===== config.mk =====
export PLATFORM = sky130hd
export DESIGN_NAME = multi_alarm_match_table
export DESIGN_NICKNAME = d
export VERILOG_FILES = /design/src/hdl/mamt_pkg.sv /design/src/hdl/multi_alarm_match_table.sv /design/src/hdl/mamt_ctrl.sv /design/src/hdl/mamt_dp.sv
export SDC_FILE = /design/constraint.sdc
export NUM_CORES = 1
export LEC_CHECK = 0
export ABC_AREA = 1
export BUFFER_PORTS_ARGS = -buffer_cell sky130_fd_sc_hd__buf_2
export CORE_UTILIZATION = 30
export DETAILED_ROUTE_END_ITERATION = 12
export GPL_TIMING_DRIVEN = 0
export PLACE_DENSITY = 0.44
export SYNTH_ARGS = -nofsm -noshare
export SYNTH_HDL_FRONTEND = slang
export SYNTH_SLANG_ARGS = --single-unit

===== constraint.sdc =====
create_clock -name clock -period 3 [get_ports clock]
set_clock_uncertainty 0.2 [all_clocks]
set_input_delay 0.45 -clock clock [delete_from_list [all_inputs] [get_ports clock]]
set_output_delay 0.45 -clock clock [all_outputs]
set_load 0.1 [all_outputs]

===== src/hdl/mamt_pkg.sv =====
// Package: shared types, constants and codes for the alarm match table.
package mamt_pkg;

   localparam int ALARM_ENTRIES_DEF = 24;

   localparam logic [4:0] MAX_HOUR     = 5'd23;
   localparam logic [4:0] DEFAULT_HOUR = 5'd12;
   localparam logic [5:0] MAX_MINUTE   = 6'd59;

   localparam logic [5:0] PLAY_WINDOW_RST = 6'd15;
   localparam logic [3:0] MAX_MELODY_RST  = 4'd8;

   // request codes
   localparam logic [1:0] REQ_PROGRAM = 2'd0;
   localparam logic [1:0] REQ_ENABLE  = 2'd1;
   localparam logic [1:0] REQ_TICK    = 2'd2;

   // register indexes
   localparam logic CSR_PLAY_WINDOW = 1'b0;
   localparam logic CSR_MAX_MELODY  = 1'b1;

   typedef struct packed {
      logic [1:0] req_type;
      logic [4:0] entry_index;
      logic [4:0] set_hour;
      logic [5:0] set_minute;
      logic [3:0] set_melody;
      logic       set_enable;
      logic [4:0] now_hour;
      logic [5:0] now_minute;
      logic [5:0] now_second;
   } req_type;

   typedef struct packed {
      logic       alarm_fired;
      logic [4:0] fired_index;
      logic [3:0] fired_melody;
   } rsp_type;

   typedef struct packed {
      logic load_req;
      logic prog_wr;
      logic en_wr;
      logic scan_step;
      logic rsp_load;
   } cmd_type;

   typedef struct packed {
      logic window_ok;
      logic hit;
      logic last;
      logic out_busy;
   } status_type;

endpackage


===== src/hdl/multi_alarm_match_table.sv =====
// Top level: alarm match table, controller plus datapath.
//
// Holds ALARM_ENTRIES alarm entries (enable, hour, minute, melody), all cleared
// at reset. A program transaction writes one entry, clamping an hour above 23
// to 12, a minute above 59 to 0 and a melody above max_melody to 0; an enable
// transaction rewrites the enable flag only; an index at or above the table
// size is ignored. A tick transaction reports the lowest enabled entry whose
// hour and minute equal the current time, provided now_second is below the
// play window. Every request transaction yields exactly one response
// transaction (all zeros for anything other than a matching tick). A tick
// walks the table one entry per cycle through a single compare unit, lowest
// index first, and stops at the first match; when the window is shut the
// walk is skipped. The hand-off waits while a previous response is still
// stalled in the output register. One request is worked at a time; a new one
// is taken while the previous response still sits in the output register.
// There is no clearing pass after reset. Register writes (csr_) are always
// ready and must only be issued while the block is idle.

module multi_alarm_match_table #(
   parameter int ALARM_ENTRIES = mamt_pkg::ALARM_ENTRIES_DEF
) (
   input  logic                 clock,
   input  logic                 reset,
   // request transactions
   input  logic                 req_valid,
   output logic                 req_stall,
   input  mamt_pkg::req_type    req_data,
   // response transactions
   output logic                 rsp_valid,
   input  logic                 rsp_stall,
   output mamt_pkg::rsp_type    rsp_data,
   // register writes: index 0 play window, index 1 max melody
   input  logic                 csr_valid,
   output logic                 csr_ready,
   input  logic                 csr_index,
   input  logic [5:0]           csr_wdata
);

   mamt_pkg::cmd_type    cmd;
   mamt_pkg::status_type status;

   // registers are plain flops, a write always lands at once
   assign csr_ready = 1'b1;

   mamt_ctrl u_ctrl (
      .clock     (clock),
      .reset     (reset),
      .req_valid (req_valid),
      .req_kind  (req_data.req_type),
      .req_stall (req_stall),
      .status    (status),
      .cmd       (cmd)
   );

   mamt_dp #(
      .ALARM_ENTRIES (ALARM_ENTRIES)
   ) u_dp (
      .clock     (clock),
      .reset     (reset),
      .req_data  (req_data),
      .csr_valid (csr_valid),
      .csr_index (csr_index),
      .csr_wdata (csr_wdata),
      .rsp_stall (rsp_stall),
      .rsp_valid (rsp_valid),
      .rsp_data  (rsp_data),
      .cmd       (cmd),
      .status    (status)
   );

endmodule


===== src/hdl/mamt_ctrl.sv =====
// Controller: state machine sequencing accept, table scan and result hand-off.
module mamt_ctrl (
   input  logic                    clock,
   input  logic                    reset,
   input  logic                    req_valid,
   input  logic [1:0]              req_kind,
   output logic                    req_stall,
   input  mamt_pkg::status_type    status,
   output mamt_pkg::cmd_type       cmd
);

   typedef enum logic [2:0] {
      ST_IDLE = 3'b001,
      ST_SCAN = 3'b010,
      ST_EMIT = 3'b100
   } state_type;

   state_type state_ff, state_in;

   always_ff @(posedge clock) begin
      if (reset) begin
         state_ff <= ST_IDLE;
      end else begin
         state_ff <= state_in;
      end
   end

   always_comb begin
      state_in  = state_ff;
      cmd       = '0;
      req_stall = 1'b1;
      case (state_ff)
         ST_IDLE: begin
            req_stall = 1'b0;
            if (req_valid) begin
               cmd.load_req = 1'b1;
               state_in     = ST_EMIT;
               case (req_kind)
                  mamt_pkg::REQ_PROGRAM: cmd.prog_wr = 1'b1;
                  mamt_pkg::REQ_ENABLE:  cmd.en_wr   = 1'b1;
                  mamt_pkg::REQ_TICK: begin
                     if (status.window_ok) begin
                        state_in = ST_SCAN;
                     end
                  end
                  default: ;
               endcase
            end
         end
         ST_SCAN: begin
            cmd.scan_step = 1'b1;
            if (status.hit || status.last) begin
               state_in = ST_EMIT;
            end
         end
         ST_EMIT: begin
            if (!status.out_busy) begin
               cmd.rsp_load = 1'b1;
               state_in     = ST_IDLE;
            end
         end
         default: state_in = ST_IDLE;
      endcase
   end

endmodule


===== src/hdl/mamt_dp.sv =====
// Datapath: registers, alarm table, scan pointer, match logic and output register.
module mamt_dp #(
   parameter int ALARM_ENTRIES = mamt_pkg::ALARM_ENTRIES_DEF
) (
   input  logic                    clock,
   input  logic                    reset,
   input  mamt_pkg::req_type       req_data,
   input  logic                    csr_valid,
   input  logic                    csr_index,
   input  logic [5:0]              csr_wdata,
   input  logic                    rsp_stall,
   output logic                    rsp_valid,
   output mamt_pkg::rsp_type       rsp_data,
   input  mamt_pkg::cmd_type       cmd,
   output mamt_pkg::status_type    status
);

   localparam int IDX_W = (ALARM_ENTRIES > 1) ? $clog2(ALARM_ENTRIES) : 1;

   logic [5:0]       window_ff;
   logic [3:0]       max_mel_ff;

   logic             enabled_ff [ALARM_ENTRIES];
   logic [4:0]       hour_ff    [ALARM_ENTRIES];
   logic [5:0]       minute_ff  [ALARM_ENTRIES];
   logic [3:0]       melody_ff  [ALARM_ENTRIES];

   logic [4:0]       now_hour_ff;
   logic [5:0]       now_minute_ff;
   logic [IDX_W-1:0] scan_ff;

   mamt_pkg::rsp_type result_ff;
   mamt_pkg::rsp_type rsp_ff;
   logic              rsp_valid_ff;

   logic             in_range;
   logic [IDX_W-1:0] wr_idx;
   logic [4:0]       wr_hour;
   logic [5:0]       wr_minute;
   logic [3:0]       wr_melody;

   // configuration registers
   always_ff @(posedge clock) begin
      if (reset) begin
         window_ff  <= mamt_pkg::PLAY_WINDOW_RST;
         max_mel_ff <= mamt_pkg::MAX_MELODY_RST;
      end else if (csr_valid) begin
         case (csr_index)
            mamt_pkg::CSR_PLAY_WINDOW: window_ff  <= csr_wdata;
            mamt_pkg::CSR_MAX_MELODY:  max_mel_ff <= csr_wdata[3:0];
            default: ;
         endcase
      end
   end

   // write side: range check and value clamping
   assign in_range  = ({1'b0, req_data.entry_index} < 6'(ALARM_ENTRIES));
   assign wr_idx    = req_data.entry_index[IDX_W-1:0];
   assign wr_hour   = (req_data.set_hour > mamt_pkg::MAX_HOUR) ?
                      mamt_pkg::DEFAULT_HOUR : req_data.set_hour;
   assign wr_minute = (req_data.set_minute > mamt_pkg::MAX_MINUTE) ?
                      6'd0 : req_data.set_minute;
   assign wr_melody = (req_data.set_melody > max_mel_ff) ? 4'd0 : req_data.set_melody;

   always_ff @(posedge clock) begin
      if (reset) begin
         for (int i = 0; i < ALARM_ENTRIES; i++) begin
            enabled_ff[i] <= 1'b0;
            hour_ff[i]    <= '0;
            minute_ff[i]  <= '0;
            melody_ff[i]  <= '0;
         end
      end else if (in_range) begin
         if (cmd.prog_wr) begin
            enabled_ff[wr_idx] <= req_data.set_enable;
            hour_ff[wr_idx]    <= wr_hour;
            minute_ff[wr_idx]  <= wr_minute;
            melody_ff[wr_idx]  <= wr_melody;
         end else if (cmd.en_wr) begin
            enabled_ff[wr_idx] <= req_data.set_enable;
         end
      end
   end

   // scan: one entry per cycle, lowest index first
   always_ff @(posedge clock) begin
      if (cmd.load_req) begin
         now_hour_ff   <= req_data.now_hour;
         now_minute_ff <= req_data.now_minute;
         scan_ff       <= '0;
         result_ff     <= '0;
      end else if (cmd.scan_step) begin
         scan_ff <= scan_ff + IDX_W'(1);
         if (status.hit) begin
            result_ff.alarm_fired  <= 1'b1;
            result_ff.fired_index  <= 5'(scan_ff);
            result_ff.fired_melody <= melody_ff[scan_ff];
         end
      end
   end

   assign status.window_ok = (req_data.now_second < window_ff);
   assign status.hit       = enabled_ff[scan_ff] && (hour_ff[scan_ff] == now_hour_ff) &&
                             (minute_ff[scan_ff] == now_minute_ff);
   assign status.last      = (scan_ff == IDX_W'(ALARM_ENTRIES - 1));
   assign status.out_busy  = rsp_valid_ff && rsp_stall;

   // output register
   always_ff @(posedge clock) begin
      if (reset) begin
         rsp_valid_ff <= 1'b0;
      end else if (cmd.rsp_load) begin
         rsp_valid_ff <= 1'b1;
      end else if (!rsp_stall) begin
         rsp_valid_ff <= 1'b0;
      end
   end

   always_ff @(posedge clock) begin
      if (cmd.rsp_load) begin
         rsp_ff <= result_ff;
      end
   end

   assign rsp_valid = rsp_valid_ff;
   assign rsp_data  = rsp_ff;

endmodule


Word-level counts from Yosys, hierarchy flattened
Memory sizes are Yosys's and may differ from the RTL's. A register that Yosys moved wholly into a read port is not among the register bits.
Index checks and enable logic that the tools add are counted.
{ "word_totals": {"regBits": 46, "ram_bits": 384, "inputBits": 52, "output_inout_bits": 13, "wordCells": 98, "mem_count": 4} }
{ "memory_table": {"columns": ["memory", "words", "word_bits", "rd", "rd_clocked_by_memory_dff", "write_ports", "line", "rtl"], "rows": [
  ["u_dp.minute_ff", 24, 6, 1, 1, 24, "mamt_dp.sv:25", "logic [5:0] minute_ff [ALARM_ENTRIES];"],
  ["u_dp.hour_ff", 24, 5, 1, 1, 24, "mamt_dp.sv:24", "logic [4:0] hour_ff [ALARM_ENTRIES];"],
  ["u_dp.melody_ff", 24, 4, 1, 1, 24, "mamt_dp.sv:26", "logic [3:0] melody_ff [ALARM_ENTRIES];"],
  ["u_dp.enabled_ff", 24, 1, 1, 1, 24, "mamt_dp.sv:23", "logic enabled_ff [ALARM_ENTRIES];"]
]} }
{ "classes": {"addsub": 1, "magnitude_cmp": 5, "eq_ne": 12, "mux": 49, "bitwise_logic": 2, "reduce_logical": 13} }
{ "op_table": {"columns": ["op", "n"], "rows": [
  ["$mux 5", 12],
  ["$mux 1", 25],
  ["$mux 3", 7],
  ["$mux 6", 2],
  ["$pmux 3 s3", 1],
  ["$mux 4", 2],
  ["$eq 6x6->1", 1],
  ["$gt 6x6->1 const B", 1],
  ["$lt 6x6->1", 1],
  ["$reduce_and 2->1", 3],
  ["$reduce_or 6->1", 1],
  ["$add 5x1->5 const B", 1],
  ["$eq 5x5->1", 1],
  ["$eq 5x5->1 const B", 1],
  ["$gt 5x5->1 const B", 1],
  ["$lt 5x5->1 const B", 1],
  ["$reduce_or 5->1", 1],
  ["$gt 4x4->1", 1],
  ["$ne 2x1->1 const B", 2],
  ["$ne 2x2->1 const B", 2],
  ["$reduce_or 4->1", 1],
  ["$eq 3x1->1 const B", 1],
  ["$eq 3x2->1 const B", 1],
  ["$eq 3x3->1 const B", 1],
  ["other kinds (9)", 11]
]} }

Logic depth before layout (Yosys ltp)
{ "depth": {"depth_word": 12, "depth_mapped": 22, "depth_no_buf": 19} }

By module
Synthesis repeated with hierarchy kept, for this count alone.
{ "unflattened": {"cells_unflattened": 2514, "area_unflattened_um2": 25244.2} }
{ "by_module_without_submodules": {"columns": ["mod", "instances", "cells_each", "area_per_inst_um2", "seq_area_each_um2"], "rows": [
  ["mamt_dp", 1, 2473, 24995.2, 16625.9],
  ["mamt_ctrl", 1, 39, 237.7, 60.1],
  ["multi_alarm_match_table", 1, 2, 11.3, 0.0]
]} }

Worst setup path after synthesis
Ideal clock, no wire load.
{ "synth_timing": {"kind": "register -> register", "from": "register u_ctrl.state_ff[0]", "to": "memory u_dp.hour_ff[15][0], enable pin", "setup_time_ns": 0.366, "t_arrival_ns": 2.874, "required_time_ns": 2.434, "setup_slack_ns": -0.440, "stages_incl_launch_ff": 12, "n_path_buf": 1, "synth_period_minus_slack_ns": 3.440, "path_cell_list": "dfxtp_1 > inv_1 > nor3_1 > inv_1 > nor2_2 > nand4_1 > nor2_1 > nand2_1 > nor2_1 > nand2_1 > buf_2 > nand2_1"} }
{ "synth_rtl": {"columns": ["item", "line", "rtl"], "rows": [
  ["from (decl)", "mamt_ctrl.sv:18", "state_type state_ff, state_in;"],
  ["from (signal assigned)", "mamt_ctrl.sv:24", "state_ff <= state_in;"],
  ["to (decl)", "mamt_dp.sv:24", null]
]} }

==> out/metrics.csv <==
metric,value,unit
"top cells by count, synth","nand2_1 (633), edfxtp_1 (533), nor2_1 (532)",
layout net count,2923,
Critical Path Sink Type,flip-flop,
clk buf depth,3,
RePlAce Congestion,0.905,
CP max stage delay,390,ps
R2R depth,16,
FF+latch area,0.0167,sq mm
vias per inst,5.14,
critical path's most frequent cell,nand2_1,
Routed WL per cell,26.4,um
root buffer cell,clkbuf_16,
Final Setup Violations,12,
Routed WL,105000,um
Yosys reg bits,567,
clock slew at reported path FFs,60,ps
final worst path period need,3090,ps
achievable frequency,323,MHz
Crit Path Max Fanout,10,
capturing point of the worst reg2reg path,u_dp.result_ff[4],
Fin. Hold Viols,0,
Crit path max-delay family,simple AND/OR/NAND/NOR gates,
detailed-placement wirelength estimate,66800,um
maxcap violations,1,
crit path buf inv count,3,
I/O pin count,65,
worst path arrival time,3400,ps
share of layout cells above drive strength 1,0.141,
min setup slack post-route,-92.1,ps
antenna-violating nets left,0,
Startpoint Class,flip-flop,
drt drc,0,
Die X,292,um
CP max-delay cell,dfxtp_1,
first-pass GRT wire length,141000,um
Power Total,18.7,mW
Port Buffer Count,63,
failing checks,"max-capacitance violations, max-slew violations, negative setup slack",
Synth Cell Area,0.0252,sq mm
DR vias,20400,
Post-synth EDFFs,533,
Slew HR,-0.0384,
ant diodes,0,
Critical Path RT,3300,ps
level count of the clock H-tree,3,
max-slew violation count,13,
fillcell total,8261,
Worst-Skew Late Latency,610,ps
largest net degree at the start of global routing,18,
CTS tree,done,
"Area growth, synth to finish",25.0,%
die area,0.0851,sq mm
CP Depth,16,
RSZ-0062 raised after global routing,true,
Pre-antenna DRT Iters,5,
Synth Instances,2539,
asr flop ratio synth,0,
most frequent cell after synthesis,nand2_1,
core box area,0.0826,sq mm
P per Cell Area,595,mW/mm^2
Slew @ Worst Pin,1560,ps
starting density of the core,0.305,
Overall Global Routing Usage,0.236,
"Avg Cell Area, Syn",9.92,sq um
synth unique cells,36,
CTS sink count,567,
Synth area leader,edfxtp_1,
vias in the first global route,19300,
crit-path cells,"buf_4, buf_4, nand3_1, nand3_1, nand2_1, nand2_2, nand3_2, nand3b_1, nand3_2, nor2_4, nand3_4, nor2_4, buf_6, nand2_1, nand2_1, nor2_1",
Most used DFF post-synth,edfxtp_1,
FF-to-FF setup slack,-90,ps
Synth area leaders,"edfxtp_1 (64%), nand2_1 (9.4%), nor2_1 (7.9%), nand3_1 (6.3%), dfxtp_1 (2.7%)",
Post-Place Worst Slack,-1130,ps
Num CTS Buffers,66,
share of the synthesized area in the top cell type,0.636,
Hold Path Class,in2reg,
DR iter-0 viols,2096,
Peak VDD IR,0.000340,V
Final Cycle Share,1.03,
Leak Pwr,12.6,nW
gr ovfl total,0,
Die Y,292,um
outcome,"complete, but fails checks",
Rows,105,
"Seq/Total Area, Yosys",0.663,
WS Path Type,reg2reg,
capture point of the worst path,u_dp.result_ff[4],
multi-input logic area,0.00866,sq mm
Synthesis Warnings,0,
initial antenna violation count,1,
==> cells by family after synthesis <==
kind of cell / count (synthesis) / share of synthesized area
simple gates: 1511 / 0.244
flops: 567 / 0.663
buf+inv: 295 / 0.0532
compound gates: 154 / 0.0352
fa+ha+maj: 10 / 0.00497
other cells: 2 / 0.000298
==> worst register-to-register path: stages, from the launching register on <==
cell,delay [ps]
dfxtp_1,390
buf_4,270
buf_4,290
nand3_1,110
nand3_1,90
nand2_1,90
nand2_2,80
nand3_2,80
nand3b_1,340
nand3_2,200
nor2_4,160
nand3_4,160
nor2_4,210
buf_6,150
nand2_1,50
nand2_1,90
nor2_1,50
==> state kept, by name, indices dropped and copies added, names as in the netlist, named ones only <==
signal and cells:
u_dp.minute_ff 192, u_dp.window_ff 6, u_dp.scan_ff 5, u_dp.result_ff 10, u_dp.rsp_valid 1, u_dp.rsp_data 10, u_dp.enabled_ff 32, u_dp.hour_ff 160
u_ctrl.state_ff 3, u_dp.max_mel_ff 4, u_dp.melody_ff 128, u_dp.now_hour_ff 5, u_dp.now_minute_ff 6
==> routing by layer <==
metal,track usage,part of all wire,vias to the layer above
li1,-,-,9078
met1,0.315,0.42,10200
met2,0.389,0.46,972
met3,0.0396,0.084,204
met4,0.0768,0.037,2
met5,0,0.000095,-
==> cell usage in the layout, fill, tap and decap left out, types with 20 or more instances in the layout <==
cell / n
nand2_1: 576
edfxtp_1: 533
nor2_1: 505
nand3_1: 307
conb_1: 129
inv_1: 114
o21ai_0: 84
clkbuf_16: 70
buf_2: 69
clkbuf_1: 66
buf_4: 48
nand2_8: 31
dfxtp_1: 31
nand2_4: 30
buf_6: 27
buf_12: 25
dlygate4sd3_1: 21
o22ai_1: 20
==> per-stage QoR <==
step	hold WS, ps	instance area [sq um]	setup TNS (ps)	instances	utilization
2_1_floorplan	208	26200	-16050	2666	-
3_3_place_gp	221	27900	-434340	3799	0.337
3_5_place_dp	218	27900	-509300	3799	0.337
4_1_cts	8.58	30500	-7610	3936	0.369
5_1_grt	54.9	31500	-5730	3978	0.381
6_report	23.7	31500	-488	3978	0.381
==> worst min path at each step <==
stage / cells after the start / end / start / slack (ps)
6_report: 3 / u_dp.max_mel_ff[1] / csr_valid / 20
5_1_grt: 3 / u_dp.max_mel_ff[1] / csr_valid / 50
4_1_cts: 3 / u_dp.max_mel_ff[2] / csr_valid / 9
3_5_place_dp: 0 / u_dp.rsp_data[9] / u_dp.result_ff[9] / 220
3_3_place_gp: 0 / u_dp.rsp_data[9] / u_dp.result_ff[9] / 220
2_1_floorplan: 0 / u_dp.rsp_data[0] / u_dp.result_ff[0] / 210
==> report_power, final <==
part	internal (mW)	switching (mW)	total, mW
Clock	4.48	3.34	7.82
Sequential	9.04	0.121	9.16
Combinational	0.441	1.31	1.75
Total	14.0	4.77	18.7
==> timing repair <==
action	4_1_cts	5_1_grt
cloned	1	14
gates resized for setup	109	175
endpoints found under the hold margin	32	0
pin swaps	5	10
hold buffers	21	0
buffers inserted	1	28
endpoints found under the setup margin	756	374
==> area by class of cell <==
class                      count  share of cell area
tap                         1070              0.0425
clock buffer                  94              0.0604
timing repair buffer         115              0.0248
multi-input combinational   1817               0.275
inverter                     123              0.0153
clock inverter                21             0.00398
sequential                   567               0.530
buffer                       171              0.0476
(Power assumes the default switching activity.)
